`src/rtl/core/ray_cylinder_intersect_top_defines.svh`:
```
// assertion helpers, clocked on clk_i and held off while rst_ni is low
`ifndef RAY_CYLINDER_INTERSECT_TOP_DEFINES_SVH
`define RAY_CYLINDER_INTERSECT_TOP_DEFINES_SVH

// same-cycle implication
`define RCI_ASSERT_IMP(name, ante, cons, msg) \
  name: assert property (@(posedge clk_i) disable iff (!rst_ni) (ante) |-> (cons)) \
    else $error(msg);

// next-cycle implication
`define RCI_ASSERT_NXT(name, ante, cons, msg) \
  name: assert property (@(posedge clk_i) disable iff (!rst_ni) (ante) |=> (cons)) \
    else $error(msg);

`endif

```
`src/rtl/core/rci_pkg.sv`:
```
`timescale 1ns / 1ps

package rci_pkg;

  typedef logic signed [31:0] q_t;

  typedef struct packed {
    q_t x;
    q_t y;
    q_t z;
  } vec_t;

  typedef struct packed {
    q_t origin_x;
    q_t origin_y;
    q_t origin_z;
    q_t direction_x;
    q_t direction_y;
    q_t direction_z;
  } ray_word_t;

  typedef struct packed {
    logic [2:0] hit_kind;
    q_t         hit_t;
    q_t         hit_x;
    q_t         hit_y;
    q_t         hit_z;
    q_t         normal_x;
    q_t         normal_y;
    q_t         normal_z;
    logic       last_hit;
  } hit_word_t;

  typedef enum logic [2:0] {
    CFG_CENTER_X    = 3'd0,
    CFG_CENTER_Y    = 3'd1,
    CFG_CENTER_Z    = 3'd2,
    CFG_AXIS_X      = 3'd3,
    CFG_AXIS_Y      = 3'd4,
    CFG_AXIS_Z      = 3'd5,
    CFG_HALF_HEIGHT = 3'd6,
    CFG_RADIUS      = 3'd7
  } cfg_idx_e;

  localparam logic [2:0] KIND_MISS   = 3'd0;
  localparam logic [2:0] KIND_TOP    = 3'd1;
  localparam logic [2:0] KIND_BOTTOM = 3'd2;
  localparam logic [2:0] KIND_FAR    = 3'd3;
  localparam logic [2:0] KIND_NEAR   = 3'd4;

  // register stages inside the divider and the square root units
  localparam int unsigned DIV_LAT  = 33;
  localparam int unsigned SQRT_LAT = 25;

  localparam logic signed [63:0] QMAX64 = 64'sd2147483647;
  localparam logic signed [63:0] QMIN64 = -64'sd2147483648;
  localparam q_t QMAX = 32'sh7fffffff;
  localparam q_t QMIN = 32'sh80000000;

  function automatic q_t sat(input logic signed [63:0] v);
    q_t r;
    if (v > QMAX64) begin
      r = QMAX;
    end else if (v < QMIN64) begin
      r = QMIN;
    end else begin
      r = v[31:0];
    end
    return r;
  endfunction

  function automatic q_t qadd(input q_t a, input q_t b);
    logic signed [63:0] ea;
    logic signed [63:0] eb;
    ea = a;
    eb = b;
    return sat(ea + eb);
  endfunction

  function automatic q_t qsub(input q_t a, input q_t b);
    logic signed [63:0] ea;
    logic signed [63:0] eb;
    ea = a;
    eb = b;
    return sat(ea - eb);
  endfunction

  // floor of the product in Q16.16
  function automatic q_t qmul(input q_t a, input q_t b);
    logic signed [63:0] ea;
    logic signed [63:0] eb;
    logic signed [63:0] p;
    ea = a;
    eb = b;
    p  = ea * eb;
    return sat(p >>> 16);
  endfunction

  function automatic q_t sat2(input q_t a);
    logic signed [63:0] ea;
    ea = a;
    return sat(ea <<< 1);
  endfunction

  function automatic q_t sat4(input q_t a);
    logic signed [63:0] ea;
    ea = a;
    return sat(ea <<< 2);
  endfunction

  function automatic vec_t vadd(input vec_t a, input vec_t b);
    vec_t r;
    r.x = qadd(a.x, b.x);
    r.y = qadd(a.y, b.y);
    r.z = qadd(a.z, b.z);
    return r;
  endfunction

  function automatic vec_t vsub(input vec_t a, input vec_t b);
    vec_t r;
    r.x = qsub(a.x, b.x);
    r.y = qsub(a.y, b.y);
    r.z = qsub(a.z, b.z);
    return r;
  endfunction

  function automatic vec_t vmul(input vec_t a, input vec_t b);
    vec_t r;
    r.x = qmul(a.x, b.x);
    r.y = qmul(a.y, b.y);
    r.z = qmul(a.z, b.z);
    return r;
  endfunction

  function automatic vec_t vscale(input q_t s, input vec_t a);
    vec_t r;
    r.x = qmul(s, a.x);
    r.y = qmul(s, a.y);
    r.z = qmul(s, a.z);
    return r;
  endfunction

  // dot product tail: left to right saturating sum of the products
  function automatic q_t vsum(input vec_t a);
    return qadd(qadd(a.x, a.y), a.z);
  endfunction

endpackage

```
`src/rtl/core/rci_sqrt.sv`:
```
`timescale 1ns / 1ps

module rci_sqrt (
  input  logic        clk_i,
  input  logic        en_i,
  input  logic [30:0] rad_i,
  output logic [23:0] root_o
);
  import rci_pkg::*;

  localparam int unsigned STEPS = SQRT_LAT - 1;

  logic [47:0] v_q [0:STEPS];
  logic [47:0] r_q [0:STEPS];
  logic [47:0] bit_c [1:STEPS];
  logic [47:0] sum_c [1:STEPS];
  logic [47:0] v_d [1:STEPS];
  logic [47:0] r_d [1:STEPS];

  always_comb begin
    for (int k = 1; k <= STEPS; k++) begin
      bit_c[k] = 48'd1 << (2 * (STEPS - k));
      sum_c[k] = r_q[k-1] + bit_c[k];
      if (v_q[k-1] >= sum_c[k]) begin
        v_d[k] = v_q[k-1] - sum_c[k];
        r_d[k] = (r_q[k-1] >> 1) + bit_c[k];
      end else begin
        v_d[k] = v_q[k-1];
        r_d[k] = r_q[k-1] >> 1;
      end
    end
  end

  always_ff @(posedge clk_i) begin
    if (en_i) begin
      v_q[0] <= {1'b0, rad_i, 16'b0};
      r_q[0] <= '0;
      for (int k = 1; k <= STEPS; k++) begin
        v_q[k] <= v_d[k];
        r_q[k] <= r_d[k];
      end
    end
  end

  assign root_o = r_q[STEPS][23:0];

endmodule

```
`config.mk`:
```
export PLATFORM = sky130hd
export DESIGN_NAME = rci_sqrt
export DESIGN_NICKNAME = d
export VERILOG_FILES = /design/src/rtl/core/ray_cylinder_intersect_top_defines.svh /design/src/rtl/core/rci_pkg.sv /design/src/rtl/core/rci_sqrt.sv
export SDC_FILE = /design/constraint.sdc
export NUM_CORES = 2
export LEC_CHECK = 0
export ABC_AREA = 0
export BUFFER_PORTS_ARGS = -buffer_cell sky130_fd_sc_hd__buf_4
export CAP_MARGIN = 20
export CORE_AREA = 5 5 327 329
export DETAILED_ROUTE_END_ITERATION = 10
export DIE_AREA = 0 0 332 334
export MAX_ROUTING_LAYER = met4
export PLACE_DENSITY = 0.77
export SLEW_MARGIN = 20
export SYNTH_ARGS = -nofsm -noshare
export SYNTH_HDL_FRONTEND = slang
export SYNTH_SLANG_ARGS = --single-unit
```
`constraint.sdc`:
```
create_clock -name clk_i -period 4.3 [get_ports clk_i]
set_input_delay 0.86 -clock clk_i [delete_from_list [all_inputs] [get_ports clk_i]]
set_output_delay 0.86 -clock clk_i [all_outputs]
set_load 0.05 [all_outputs]
```
==> reports/metrics.cfg <==
[sta]
final_hold_viol_count = 0
max_freq_mhz = 256
drv_slew = 0
fin_hold_ws_ns = 0.299
finalCriticalPeriod_ns = 3.91
clock_skew_ns = 0.0861
finalSetupTns_ns = 0
maxSlewHeadroom_pct = 33.1
setup_viol = 0
max_slew.worst_pin.slew_ns = 0.997
rsz0062_at_grt = false
post-route-period-util_pct = 90.8

[clock_tree]
cts_buffers = 114
clk_latency_ns = 0.73
h-tree-depth = 3
cts_sinks = 1116
clockBufferDepth = 3
cts_resized = 0
cts_tree = done
clkTransAtPathRegs_ns = 0.06
cts-root-buf = clkbuf_16
ctsHoldBuffers = 0
post_cts_buffers = 0

[worst_setup_path]
start_kind = register
reg2reg_depth = 9
rr_endpoint = v_q[10][29]$_DFFE_PP_
rrSetupSlack_ns = 0.39
worst-setup-path-type = register to register
end_kind = register
r2r_start = v_q[9][58]$_SDFFCE_PP0P_
crit_arrival_ns = 4.29
path_max_fanout = 9
cp.required_ns = 4.69

[final_layout]
final_area_um2 = 62900
final_cells = 6328
drive_above_1_share_pct = 7.94
diodes = 0
final_util_pct = 61.0
multiInputGateArea_um2 = 21200
area_delta_synth_final_pct = 11.2
filler_cell_count = 7752
final_nets = 5197
seqCellArea_um2 = 33500

[grt]
grt_pass1_wl_um = 181000
grt_pass1_vias = 35800
grt_overflow = 0
antenna_found_initial = 1
grtUsageTotal_pct = 20.4
grt_max_degree = 133

[die]
core_um2 = 103000
die_y_um = 334
start_util_pct = 54.8
ios = 57
die_x_um = 332
fp-row-count = 118
design.die.area_um2 = 111000

[run_status]
outcome = finished clean

[detailed_routing]
via_count = 35900
dr.first_iter.drc_count = 2483
firstDrtPassIters = 6
wirelength_um = 111000
drc_errors = 0
wl_per_cell_um = 17.6
antenna_left = 0
vias_per_cell = 5.68

[worst_hold_path]
whs_path_depth = 1
min_path_type = input port to register
hp-start = rad_i[14]
holdPathEnd = v_q[0][30]$_DFFE_PP_

[placement]
dpl_cell_area_um2 = 59000
dp_cells = 6116
dp_hpwl_um = 82200
portBuffers = 56
gp_congestion = 0.923

[logic_synthesis]
yosysTopAreaCell = edfxtp_1
synth_compound_area_share_pct = 10.6
syn_inst = 4700
synthFlopType = edfxtp_1
yosysUniqueCellTypes = 89
synth-seq-cells = 1116
syn_area_um2 = 56600
netlist.area_leader.share_pct = 59.3
synthSimpleGateAreaFrac_pct = 12.0
synthXorXnorAreaFrac_pct = 6.92
yosys.area_share.adder_pct = 7.00
synth_top_family_by_area = simple AND/OR/NAND/NOR gates
seq_area_frac_synth_pct = 59.3
avgSynthCellArea_um2 = 12.0
synthArstFlopShare_pct = 0
yosysWarnings = 0
yosys-top-cells-area = edfxtp_1 (59%), ha_1 (6.7%), xor2_1 (3.5%)
synth_mux_area_share_pct = 0.896
synth_edf_count = 1116

[pwr]
p_leak_uw = 0.0240
ir_worst_vdd_mv = 0.475
power.density_nw_per_um2 = 493

[run]
max-cap-violations = 0

## cell usage in the layout, fill, tap and decap left out, types with 117 or more instances in the layout
| cell | instances |
|---|---|
| edfxtp_1 | 1116 |
| inv_1 | 396 |
| nand2_1 | 347 |
| ha_1 | 305 |
| nor2_1 | 268 |
| o21ai_0 | 266 |
| a21oi_1 | 259 |
| xor2_1 | 225 |
| xnor2_1 | 222 |
| nor3_1 | 131 |
| nor4_1 | 117 |
## synth_stat cells (39+ instances only)
| cell | number |
|---|---|
| edfxtp_1 | 1116 |
| or3_1 | 49 |
| o31ai_1 | 42 |
| xor2_1 | 225 |
| nand3_1 | 83 |
| xnor2_1 | 222 |
| nand2b_1 | 57 |
| a21o_1 | 108 |
| nor2_1 | 268 |
| nor4_1 | 118 |
| ha_1 | 305 |
| nand4_1 | 55 |
| clkbuf_1 | 77 |
| o21a_1 | 62 |
| nor3_1 | 132 |
| a21oi_1 | 259 |
| nand2_1 | 347 |
| inv_1 | 396 |
| or4_1 | 39 |
| o21ai_0 | 267 |
| a211oi_1 | 39 |
## worst max-delay path by stage
stage | slack (ns) | from | end | cells after the start
after floorplan | 0.91 | r_q[2][16]$_DFFE_PP_ | v_q[8][94]$_DFFE_PP_ | 12
after global placement | 0.44 | v_q[9][60]$_DFFE_PP_ | v_q[10][29]$_DFFE_PP_ | 9
after detailed placement | 0.42 | v_q[9][58]$_SDFFCE_PP0P_ | v_q[10][29]$_DFFE_PP_ | 9
after CTS | 0.40 | v_q[9][58]$_SDFFCE_PP0P_ | v_q[10][29]$_DFFE_PP_ | 9
after global routing | 0.10 | r_q[2][155]$_DFFE_PP_ | v_q[10][29]$_DFFE_PP_ | 10
final | 0.39 | v_q[9][58]$_SDFFCE_PP0P_ | v_q[10][29]$_DFFE_PP_ | 9
## layout make-up
type	instances	share of cell area [%]
Clock buffer	130	4.63
Clock inverter	82	1.51
Inverter	398	2.37
Multi-Input combinational cell	3102	33.8
Sequential cell	1116	53.3
Tap cell	1380	2.74
Timing Repair Buffer	120	1.70
## kinds of logic (layout without fill, tap and decap cells)
group | Yosys count | count (layout)
xor gates and xnor gates | 447 | 447
AOI/OAI and AO/OA | 959 | 959
and+or+nand+nor | 1337 | 1337
adders and majority gates | 312 | 312
other | 1 | 2
buffers and inverters | 483 | 730
muxes | 45 | 45
DFF | 1116 | 1116
## worst max-delay path: stages, from the launching register on
cell and delay (ns):
edfxtp_1 0.45, ha_1 0.32, a211oi_1 0.29, o21ai_0 0.20, a41oi_1 0.35, o21ai_0 0.30, a2111oi_0 0.80, nor3_2 0.27
a2111oi_0 0.50, xor2_1 0.12
## flip-flops by register name, summed over array words and instances, names as in the netlist
signal  count
r_q       300
v_q       816
## through the flow
step	setup slack, ns	total power, uW
final	0.394	31000
after global routing	0.105	32500
after CTS	0.400	31200
after detailed placement	0.419	21200
after global placement	0.439	21000
after floorplan	0.913	19300
## per-layer routing
layer	vias up	global-route usage (%)	share of wire [%]
met5	-	-	0
met3	264	3.06	5.0
li1	17700	-	-
met1	17000	23.6	40
met4	0	6.83	3.3
met2	933	36.6	52
## power by group
part / internal (uW) / switching [uW] / total (uW)
Clock: 5850 / 4090 / 9940
Sequential: 13800 / 1100 / 14900
Combinational: 2610 / 3540 / 6140
Total: 22300 / 8730 / 31000
(Power assumes the default switching activity.)
