--- config.mk ---
export PLATFORM = sky130hd
export DESIGN_NAME = rci_div
export DESIGN_NICKNAME = d
export VERILOG_FILES = /design/src/rtl/core/ray_cylinder_intersect_top_defines.svh /design/src/rtl/core/rci_pkg.sv /design/src/rtl/core/rci_div.sv
export SDC_FILE = /design/constraint.sdc
export NUM_CORES = 2
export LEC_CHECK = 0
export ABC_AREA = 0
export ABC_CLOCK_PERIOD_IN_PS = 4900
export BUFFER_PORTS_ARGS = -buffer_cell sky130_fd_sc_hd__buf_2
export CAP_MARGIN = 20
export CORE_ASPECT_RATIO = 0.8
export CORE_MARGIN = 10
export CORE_UTILIZATION = 60
export CTS_BUF_LIST = sky130_fd_sc_hd__clkbuf_8
export DETAILED_ROUTE_END_ITERATION = 12
export MAX_ROUTING_LAYER = met4
export PLACE_DENSITY = 0.77
export SLEW_MARGIN = 10
export SYNTH_ARGS = -nofsm -noshare
export SYNTH_HDL_FRONTEND = slang
export SYNTH_MEMORY_MAX_BITS = 65536
export SYNTH_SLANG_ARGS = --single-unit
--- constraint.sdc ---
create_clock -name clk_i -period 4.9 [get_ports clk_i]
set_input_delay 0 -clock clk_i [delete_from_list [all_inputs] [get_ports clk_i]]
set_output_delay 0 -clock clk_i [all_outputs]
set_load 0.05 [all_outputs]
--- src/rtl/core/ray_cylinder_intersect_top_defines.svh ---
// assertion helpers, clocked on clk_i and held off while rst_ni is low
`ifndef RAY_CYLINDER_INTERSECT_TOP_DEFINES_SVH
`define RAY_CYLINDER_INTERSECT_TOP_DEFINES_SVH

// same-cycle implication
`define RCI_ASSERT_IMP(name, ante, cons, msg) \
  name: assert property (@(posedge clk_i) disable iff (!rst_ni) (ante) |-> (cons)) \
    else $error(msg);

// next-cycle implication
`define RCI_ASSERT_NXT(name, ante, cons, msg) \
  name: assert property (@(posedge clk_i) disable iff (!rst_ni) (ante) |=> (cons)) \
    else $error(msg);

`endif

--- src/rtl/core/rci_pkg.sv ---
`timescale 1ns / 1ps

package rci_pkg;

  typedef logic signed [31:0] q_t;

  typedef struct packed {
    q_t x;
    q_t y;
    q_t z;
  } vec_t;

  typedef struct packed {
    q_t origin_x;
    q_t origin_y;
    q_t origin_z;
    q_t direction_x;
    q_t direction_y;
    q_t direction_z;
  } ray_word_t;

  typedef struct packed {
    logic [2:0] hit_kind;
    q_t         hit_t;
    q_t         hit_x;
    q_t         hit_y;
    q_t         hit_z;
    q_t         normal_x;
    q_t         normal_y;
    q_t         normal_z;
    logic       last_hit;
  } hit_word_t;

  typedef enum logic [2:0] {
    CFG_CENTER_X    = 3'd0,
    CFG_CENTER_Y    = 3'd1,
    CFG_CENTER_Z    = 3'd2,
    CFG_AXIS_X      = 3'd3,
    CFG_AXIS_Y      = 3'd4,
    CFG_AXIS_Z      = 3'd5,
    CFG_HALF_HEIGHT = 3'd6,
    CFG_RADIUS      = 3'd7
  } cfg_idx_e;

  localparam logic [2:0] KIND_MISS   = 3'd0;
  localparam logic [2:0] KIND_TOP    = 3'd1;
  localparam logic [2:0] KIND_BOTTOM = 3'd2;
  localparam logic [2:0] KIND_FAR    = 3'd3;
  localparam logic [2:0] KIND_NEAR   = 3'd4;

  // register stages inside the divider and the square root units
  localparam int unsigned DIV_LAT  = 33;
  localparam int unsigned SQRT_LAT = 25;

  localparam logic signed [63:0] QMAX64 = 64'sd2147483647;
  localparam logic signed [63:0] QMIN64 = -64'sd2147483648;
  localparam q_t QMAX = 32'sh7fffffff;
  localparam q_t QMIN = 32'sh80000000;

  function automatic q_t sat(input logic signed [63:0] v);
    q_t r;
    if (v > QMAX64) begin
      r = QMAX;
    end else if (v < QMIN64) begin
      r = QMIN;
    end else begin
      r = v[31:0];
    end
    return r;
  endfunction

  function automatic q_t qadd(input q_t a, input q_t b);
    logic signed [63:0] ea;
    logic signed [63:0] eb;
    ea = a;
    eb = b;
    return sat(ea + eb);
  endfunction

  function automatic q_t qsub(input q_t a, input q_t b);
    logic signed [63:0] ea;
    logic signed [63:0] eb;
    ea = a;
    eb = b;
    return sat(ea - eb);
  endfunction

  // floor of the product in Q16.16
  function automatic q_t qmul(input q_t a, input q_t b);
    logic signed [63:0] ea;
    logic signed [63:0] eb;
    logic signed [63:0] p;
    ea = a;
    eb = b;
    p  = ea * eb;
    return sat(p >>> 16);
  endfunction

  function automatic q_t sat2(input q_t a);
    logic signed [63:0] ea;
    ea = a;
    return sat(ea <<< 1);
  endfunction

  function automatic q_t sat4(input q_t a);
    logic signed [63:0] ea;
    ea = a;
    return sat(ea <<< 2);
  endfunction

  function automatic vec_t vadd(input vec_t a, input vec_t b);
    vec_t r;
    r.x = qadd(a.x, b.x);
    r.y = qadd(a.y, b.y);
    r.z = qadd(a.z, b.z);
    return r;
  endfunction

  function automatic vec_t vsub(input vec_t a, input vec_t b);
    vec_t r;
    r.x = qsub(a.x, b.x);
    r.y = qsub(a.y, b.y);
    r.z = qsub(a.z, b.z);
    return r;
  endfunction

  function automatic vec_t vmul(input vec_t a, input vec_t b);
    vec_t r;
    r.x = qmul(a.x, b.x);
    r.y = qmul(a.y, b.y);
    r.z = qmul(a.z, b.z);
    return r;
  endfunction

  function automatic vec_t vscale(input q_t s, input vec_t a);
    vec_t r;
    r.x = qmul(s, a.x);
    r.y = qmul(s, a.y);
    r.z = qmul(s, a.z);
    return r;
  endfunction

  // dot product tail: left to right saturating sum of the products
  function automatic q_t vsum(input vec_t a);
    return qadd(qadd(a.x, a.y), a.z);
  endfunction

endpackage

--- src/rtl/core/rci_div.sv ---
`timescale 1ns / 1ps

module rci_div (
  input  logic          clk_i,
  input  logic          en_i,
  input  rci_pkg::q_t   num_i,
  input  rci_pkg::q_t   den_i,
  output rci_pkg::q_t   quo_o
);
  import rci_pkg::*;

  localparam int unsigned STEPS = DIV_LAT - 1;

  logic [31:0] an;
  logic [31:0] bn;

  logic [31:0] rem_q [0:STEPS];
  logic [31:0] low_q [0:STEPS];
  logic [31:0] quo_q [0:STEPS];
  logic [31:0] bn_q  [0:STEPS];
  logic [STEPS:0] neg_q;
  logic [STEPS:0] ovf_q;

  logic [32:0] tr_c  [1:STEPS];
  logic [31:0] rem_d [1:STEPS];
  logic [31:0] quo_d [1:STEPS];
  logic [31:0] mag;

  always_comb begin
    an = num_i[31] ? (~num_i + 32'd1) : num_i;
    bn = den_i[31] ? (~den_i + 32'd1) : den_i;
    for (int k = 1; k <= STEPS; k++) begin
      tr_c[k] = {rem_q[k-1], low_q[k-1][31]};
      if (tr_c[k] >= {1'b0, bn_q[k-1]}) begin
        rem_d[k] = 32'(tr_c[k] - {1'b0, bn_q[k-1]});
        quo_d[k] = {quo_q[k-1][30:0], 1'b1};
      end else begin
        rem_d[k] = tr_c[k][31:0];
        quo_d[k] = {quo_q[k-1][30:0], 1'b0};
      end
    end
  end

  always_ff @(posedge clk_i) begin
    if (en_i) begin
      rem_q[0] <= {16'b0, an[31:16]};
      low_q[0] <= {an[15:0], 16'b0};
      quo_q[0] <= '0;
      bn_q[0]  <= bn;
      neg_q[0] <= num_i[31] ^ den_i[31];
      ovf_q[0] <= {16'b0, an[31:16]} >= bn;
      for (int k = 1; k <= STEPS; k++) begin
        rem_q[k] <= rem_d[k];
        low_q[k] <= {low_q[k-1][30:0], 1'b0};
        quo_q[k] <= quo_d[k];
        bn_q[k]  <= bn_q[k-1];
        neg_q[k] <= neg_q[k-1];
        ovf_q[k] <= ovf_q[k-1];
      end
    end
  end

  assign mag = quo_q[STEPS];

  always_comb begin
    if (ovf_q[STEPS]) begin
      quo_o = neg_q[STEPS] ? QMIN : QMAX;
    end else if (!neg_q[STEPS]) begin
      quo_o = mag[31] ? QMAX : mag;
    end else begin
      quo_o = (mag > 32'h80000000) ? QMIN : (~mag + 32'd1);
    end
  end

endmodule

==> flow_results.org <==
** Setup path
- Count of buffer and inverter cells on the critical path :: 1
- End of the worst register-to-register path :: rem_q[0][352]
- Kind of start point of the critical path :: flop
- Cell repeated most along the worst path :: sky130_fd_sc_hd__or4_4
- Cells on worst reg2reg path :: 14
- Longest individual stage delay on the worst path :: 0.56 ns
- Walking the worst path, the cells encountered are or4_4 > or4_4 > or3_4 > or4_4 > or4_4 > or3_4 > or3_4 > nor3_4 > nor3b_4 > xnor2_1 > o21a_1 > buf_6.
- Required time of the critical path :: between 4 and 5 ns
- The slowest stage of the critical path belongs to the cell sky130_fd_sc_hd__or4_4.
- The setup check on the worst reg-to-reg path leaves a slack of about 0.28 ns.
- STA classifies the critical path endpoint as an output port.
- R2r startpoint :: rem_q[0][320]
- Top Family by Delay on Critical Path :: simple AND/OR/NAND/NOR gates
- For the worst setup path, the data arrival time is between 5 and 6 ns.
- The critical path crosses 12 cells after its start point.
- Along the worst path, the maximum fanout reaches 2.
- By startpoint and endpoint, the worst setup path is classified as flop to output port.

** Routing
- The first TritonRoute pass finished after 8 iterations.
- DR WL met2 :: ~160,000 um
- Met3 layer wire length in the routed design :: between 20,000 and 30,000 um
- After detailed routing, no signal wire sits above met4.
- Via-per-instance ratio :: about 6
- The detailed router finished its first iteration with 11,000 violations.
- In the routed design, unresolved DRC markers number 0.
- Final ANT Viol Nets :: 0
- Dividing the detail-routed wire length by the instance count gives roughly 22 um.
- The detailed router put a total of approximately 170,000 um of wire on met1.
- Via count :: 103,000
- Routed WL :: roughly 370,000 um

** Global route
- Largest net degree at the start of global routing :: about 180
- The number of antenna violations at the first check in global routing came to 17.
- GRT Util Overall :: 0.276
- Vias in the first global route :: between 90,000 and 100k
- Wire length of the first global-routing pass :: 573,000 um
- Remaining Overflow, GRT :: 0

** Die
- The floorplan step set the die height to around 460 um.
- After floorplanning, the core was sized to cover roughly 250,000 um2.
- Ports :: a little under 100
- Overall die width :: 575 um
- For this configuration, the core starts out at a cell density of 0.602.
- Row count :: 163
- The die covers about 270,000 um2.

** Timing
- Setup slack of the critical path after layout :: -0.472 ns
- Setup violations remaining at the end of the flow were counted as 29.
- In the finished design, the share of the clock period the worst path needs comes to 1.10.
- Final setup skew :: a little under 0.1 ns
- Slew Viols, Final :: 0
- The worst path in the final design needs a cycle of approximately 5.4 ns, including I/O delays and setup.
- The tightest hold path in the finished design has a slack of about 0.12 ns.
- Worst Max-Slew Pin Slew :: around 1.1 ns
- Maximum clock rate :: 0.186 GHz
- Headroom to the max-slew limit came out at 0.228.
- Setup Total Neg Slack :: -8.35 ns
- Setup repair after global routing could not meet its margin everywhere.
- Count of final hold-check violations :: 0

** Final layout
- Commonest non-fill, non-tap cell in the layout :: sky130_fd_sc_hd__edfxtp_1
- Most used cells in the layout excluding fill and tap cells :: sky130_fd_sc_hd__edfxtp_1, sky130_fd_sc_hd__inv_1, sky130_fd_sc_hd__ha_1, sky130_fd_sc_hd__a21oi_1, sky130_fd_sc_hd__nand2_1
- Final-layout fill cell count :: approximately 18,000
- Excluding fillers, the count of instances in the completed layout stands at around 17,000.
- Of the cells placed in the final design, the portion with a size suffix greater than 1 is 0.0970.
- After routing the design area is between 150,000 and 200,000 um2.
- The net count of the finished layout is roughly 15,000.
- Relative to the synthesized area, the layout overhead comes to 10.8%.

** Placement
- Detailed placement ended at an HPWL of roughly 270,000 um.
- Before CTS, the worst setup slack after placement is around 0.17 ns.
- Count of port buffers added during placement :: between 90 and 100
- The number of placed instances, taps included, is ~16,000.
- Last weighted congestion value of the routability-driven placer :: about 0.95
- Instance area at placement :: about 150,000 um2

** Hold path
- The startpoint identified for the worst hold timing path is en_i.
- The path with the worst hold slack has its endpoint at rem_q[0][13].
- Worst Hold Path Cells :: 2
- The worst hold path belongs to the class input port to flop.

** Outcome
- The checks that failed: negative setup slack.
- The flow ran to the end, but the final reports show violations.

** Pwr
- Maximum VDD drop :: approximately 0.00048 V
- Proportion of power drawn by flip-flops and latches :: 0.364
- The share of total power dissipated in the clock network is 0.180.
- Of the total power, the share spent switching nets is 0.388.
- Internal power contribution :: around 64 mW
- Power density relative to cell area :: around 640 nW/um2
- Leakage component of the power :: between 60 and 70 nW
- For this design the total switching power over the nets is 40.6 mW.
- Portion of total power attributed to combinational logic :: 0.455

** Clock network
- TritonCTS built the clock tree.
- The root buffer cell chosen for the clock tree is sky130_fd_sc_hd__clkbuf_8.
- For the worst-skew pair, the clock arrives at the later sink with an insertion delay of about 1.1 ns.
- The H-tree was split into 5 levels.
- Clock-pin slew was measured on the worst setup and hold paths at around 0.06 ns.
- Clock tree synthesis found a total of roughly 2,800 sinks.
- The number of clock buffers added by TritonCTS is ~430.
- Max Root-Sink Buffers :: 4

** Synthesis
- Cell count after synthesis :: ~13,000
- The synthesized design contains between 2,000 and 3,000 enable-type register cells.
- Post-Synthesis Net Count :: about 14,000
- Sequential fraction of the synthesis area :: 0.560
- Averaged over all synthesized cells, the footprint is between 10 and 15 um2.
- Cell area after technology mapping :: 148,000 um2
- Synth Flop Type :: sky130_fd_sc_hd__edfxtp_1
- The Yosys step of the flow raised 0 warnings.
- Of all flip-flops after synthesis, the portion carrying an async set or reset was 0.
- Yosys mapped the design onto a little over 80 distinct sky130hd cell types.
- Register bit total from synthesis :: 2,762

** Run
- Number of maximum-capacitance violations :: 0
cells in the mapped netlist (158+ instances only):
cell	n	area share
sky130_fd_sc_hd__xor2_1	342	0.020
sky130_fd_sc_hd__nand3_1	208	0.0070
sky130_fd_sc_hd__mux2_2	359	0.027
sky130_fd_sc_hd__clkbuf_1	247	0.0063
sky130_fd_sc_hd__nor2_1	702	0.018
sky130_fd_sc_hd__nand2b_1	175	0.0074
sky130_fd_sc_hd__inv_1	1326	0.034
sky130_fd_sc_hd__xnor2_1	539	0.032
sky130_fd_sc_hd__o21ai_0	871	0.029
sky130_fd_sc_hd__a21o_1	457	0.023
sky130_fd_sc_hd__edfxtp_1	2762	0.56
sky130_fd_sc_hd__a21oi_1	1020	0.034
sky130_fd_sc_hd__nor2b_1	158	0.0067
sky130_fd_sc_hd__ha_1	1027	0.087
sky130_fd_sc_hd__nand2_1	921	0.023
worst register-to-register path, delay by kind of cell, from the launching register on:
family                     cells  cell delay, ns
buffers and inverters          2            0.56
and+or+nand+nor                2            0.29
adders and majority gates      1            0.36
DFF                            1            0.46
AOI/OAI and AO/OA              9            2.71
through the flow:
step | util | power [mW]
2_1_floorplan | - | 71.0
3_3_place_gp | 0.624 | 83.4
3_5_place_dp | 0.624 | 84.5
4_1_cts | 0.666 | 104
5_1_grt | 0.667 | 111
6_report | 0.667 | 105
area by class of cell:
class	count	area (um2)	area share
Sequential cell	2762	82900	0.505
Multi-Input combinational cell	8443	59700	0.363
Clock buffer	438	6030	0.0367
Inverter	1326	4980	0.0303
Timing Repair Buffer	465	4310	0.0263
Tap cell	3300	4130	0.0252
Clock inverter	333	2080	0.0127
Antenna cell	6	15.0	0.0000915
routing by layer:
layer | up-vias | global-route usage
met5 | - | -
met4 | 0 | 0.0650
met3 | 630 | 0.0426
met2 | 3951 | 0.396
met1 | 49900 | 0.414
li1 | 48200 | -
cells by family after synthesis:
family / share of synthesized area
muxes: 0.0290
and+or+nand+nor: 0.0910
buffers and inverters: 0.0402
AOI/OAI and AO/OA: 0.137
DFF: 0.560
xor gates and xnor gates: 0.0521
adders and majority gates: 0.0910
worst max path at each step:
stage                      endpoint            from
after floorplan           quo_o[10]  quo_q[0][1036]
after global placement     ovf_q[0]        num_i[5]
after detailed placement   ovf_q[0]        num_i[5]
after CTS                 quo_o[31]  quo_q[0][1036]
after global routing      quo_o[31]  quo_q[0][1036]
final                     quo_o[31]  quo_q[0][1036]
registers in the layout (all words and copies together), names as in the netlist:
| register | cells |
|---|---|
| neg_q | 33 |
| ovf_q | 33 |
| low_q | 136 |
| rem_q | 1008 |
| quo_q | 528 |
| bn_q | 1024 |
power by group through the flow:
stage | registers (mW) | clock network [mW] | logic, mW
floorplan | 36.4 | 0 | 34.6
global placement | 38.4 | 0 | 45.0
detailed placement | 38.4 | 0 | 46.1
CTS | 38.0 | 19.2 | 46.7
global route | 38.5 | 20.3 | 52.4
finish | 38.1 | 18.9 | 47.7
repair_timing:
action,in CTS,in global routing
buffers inserted,16,5
gates cloned,1,0
gates resized for setup,46,44
pin swaps,7,13
hold buffers,188,0
endpoints found under the setup margin,29,31
hold endpoints to repair,899,0
No activity file was read; power rests on OpenSTA's default activity.
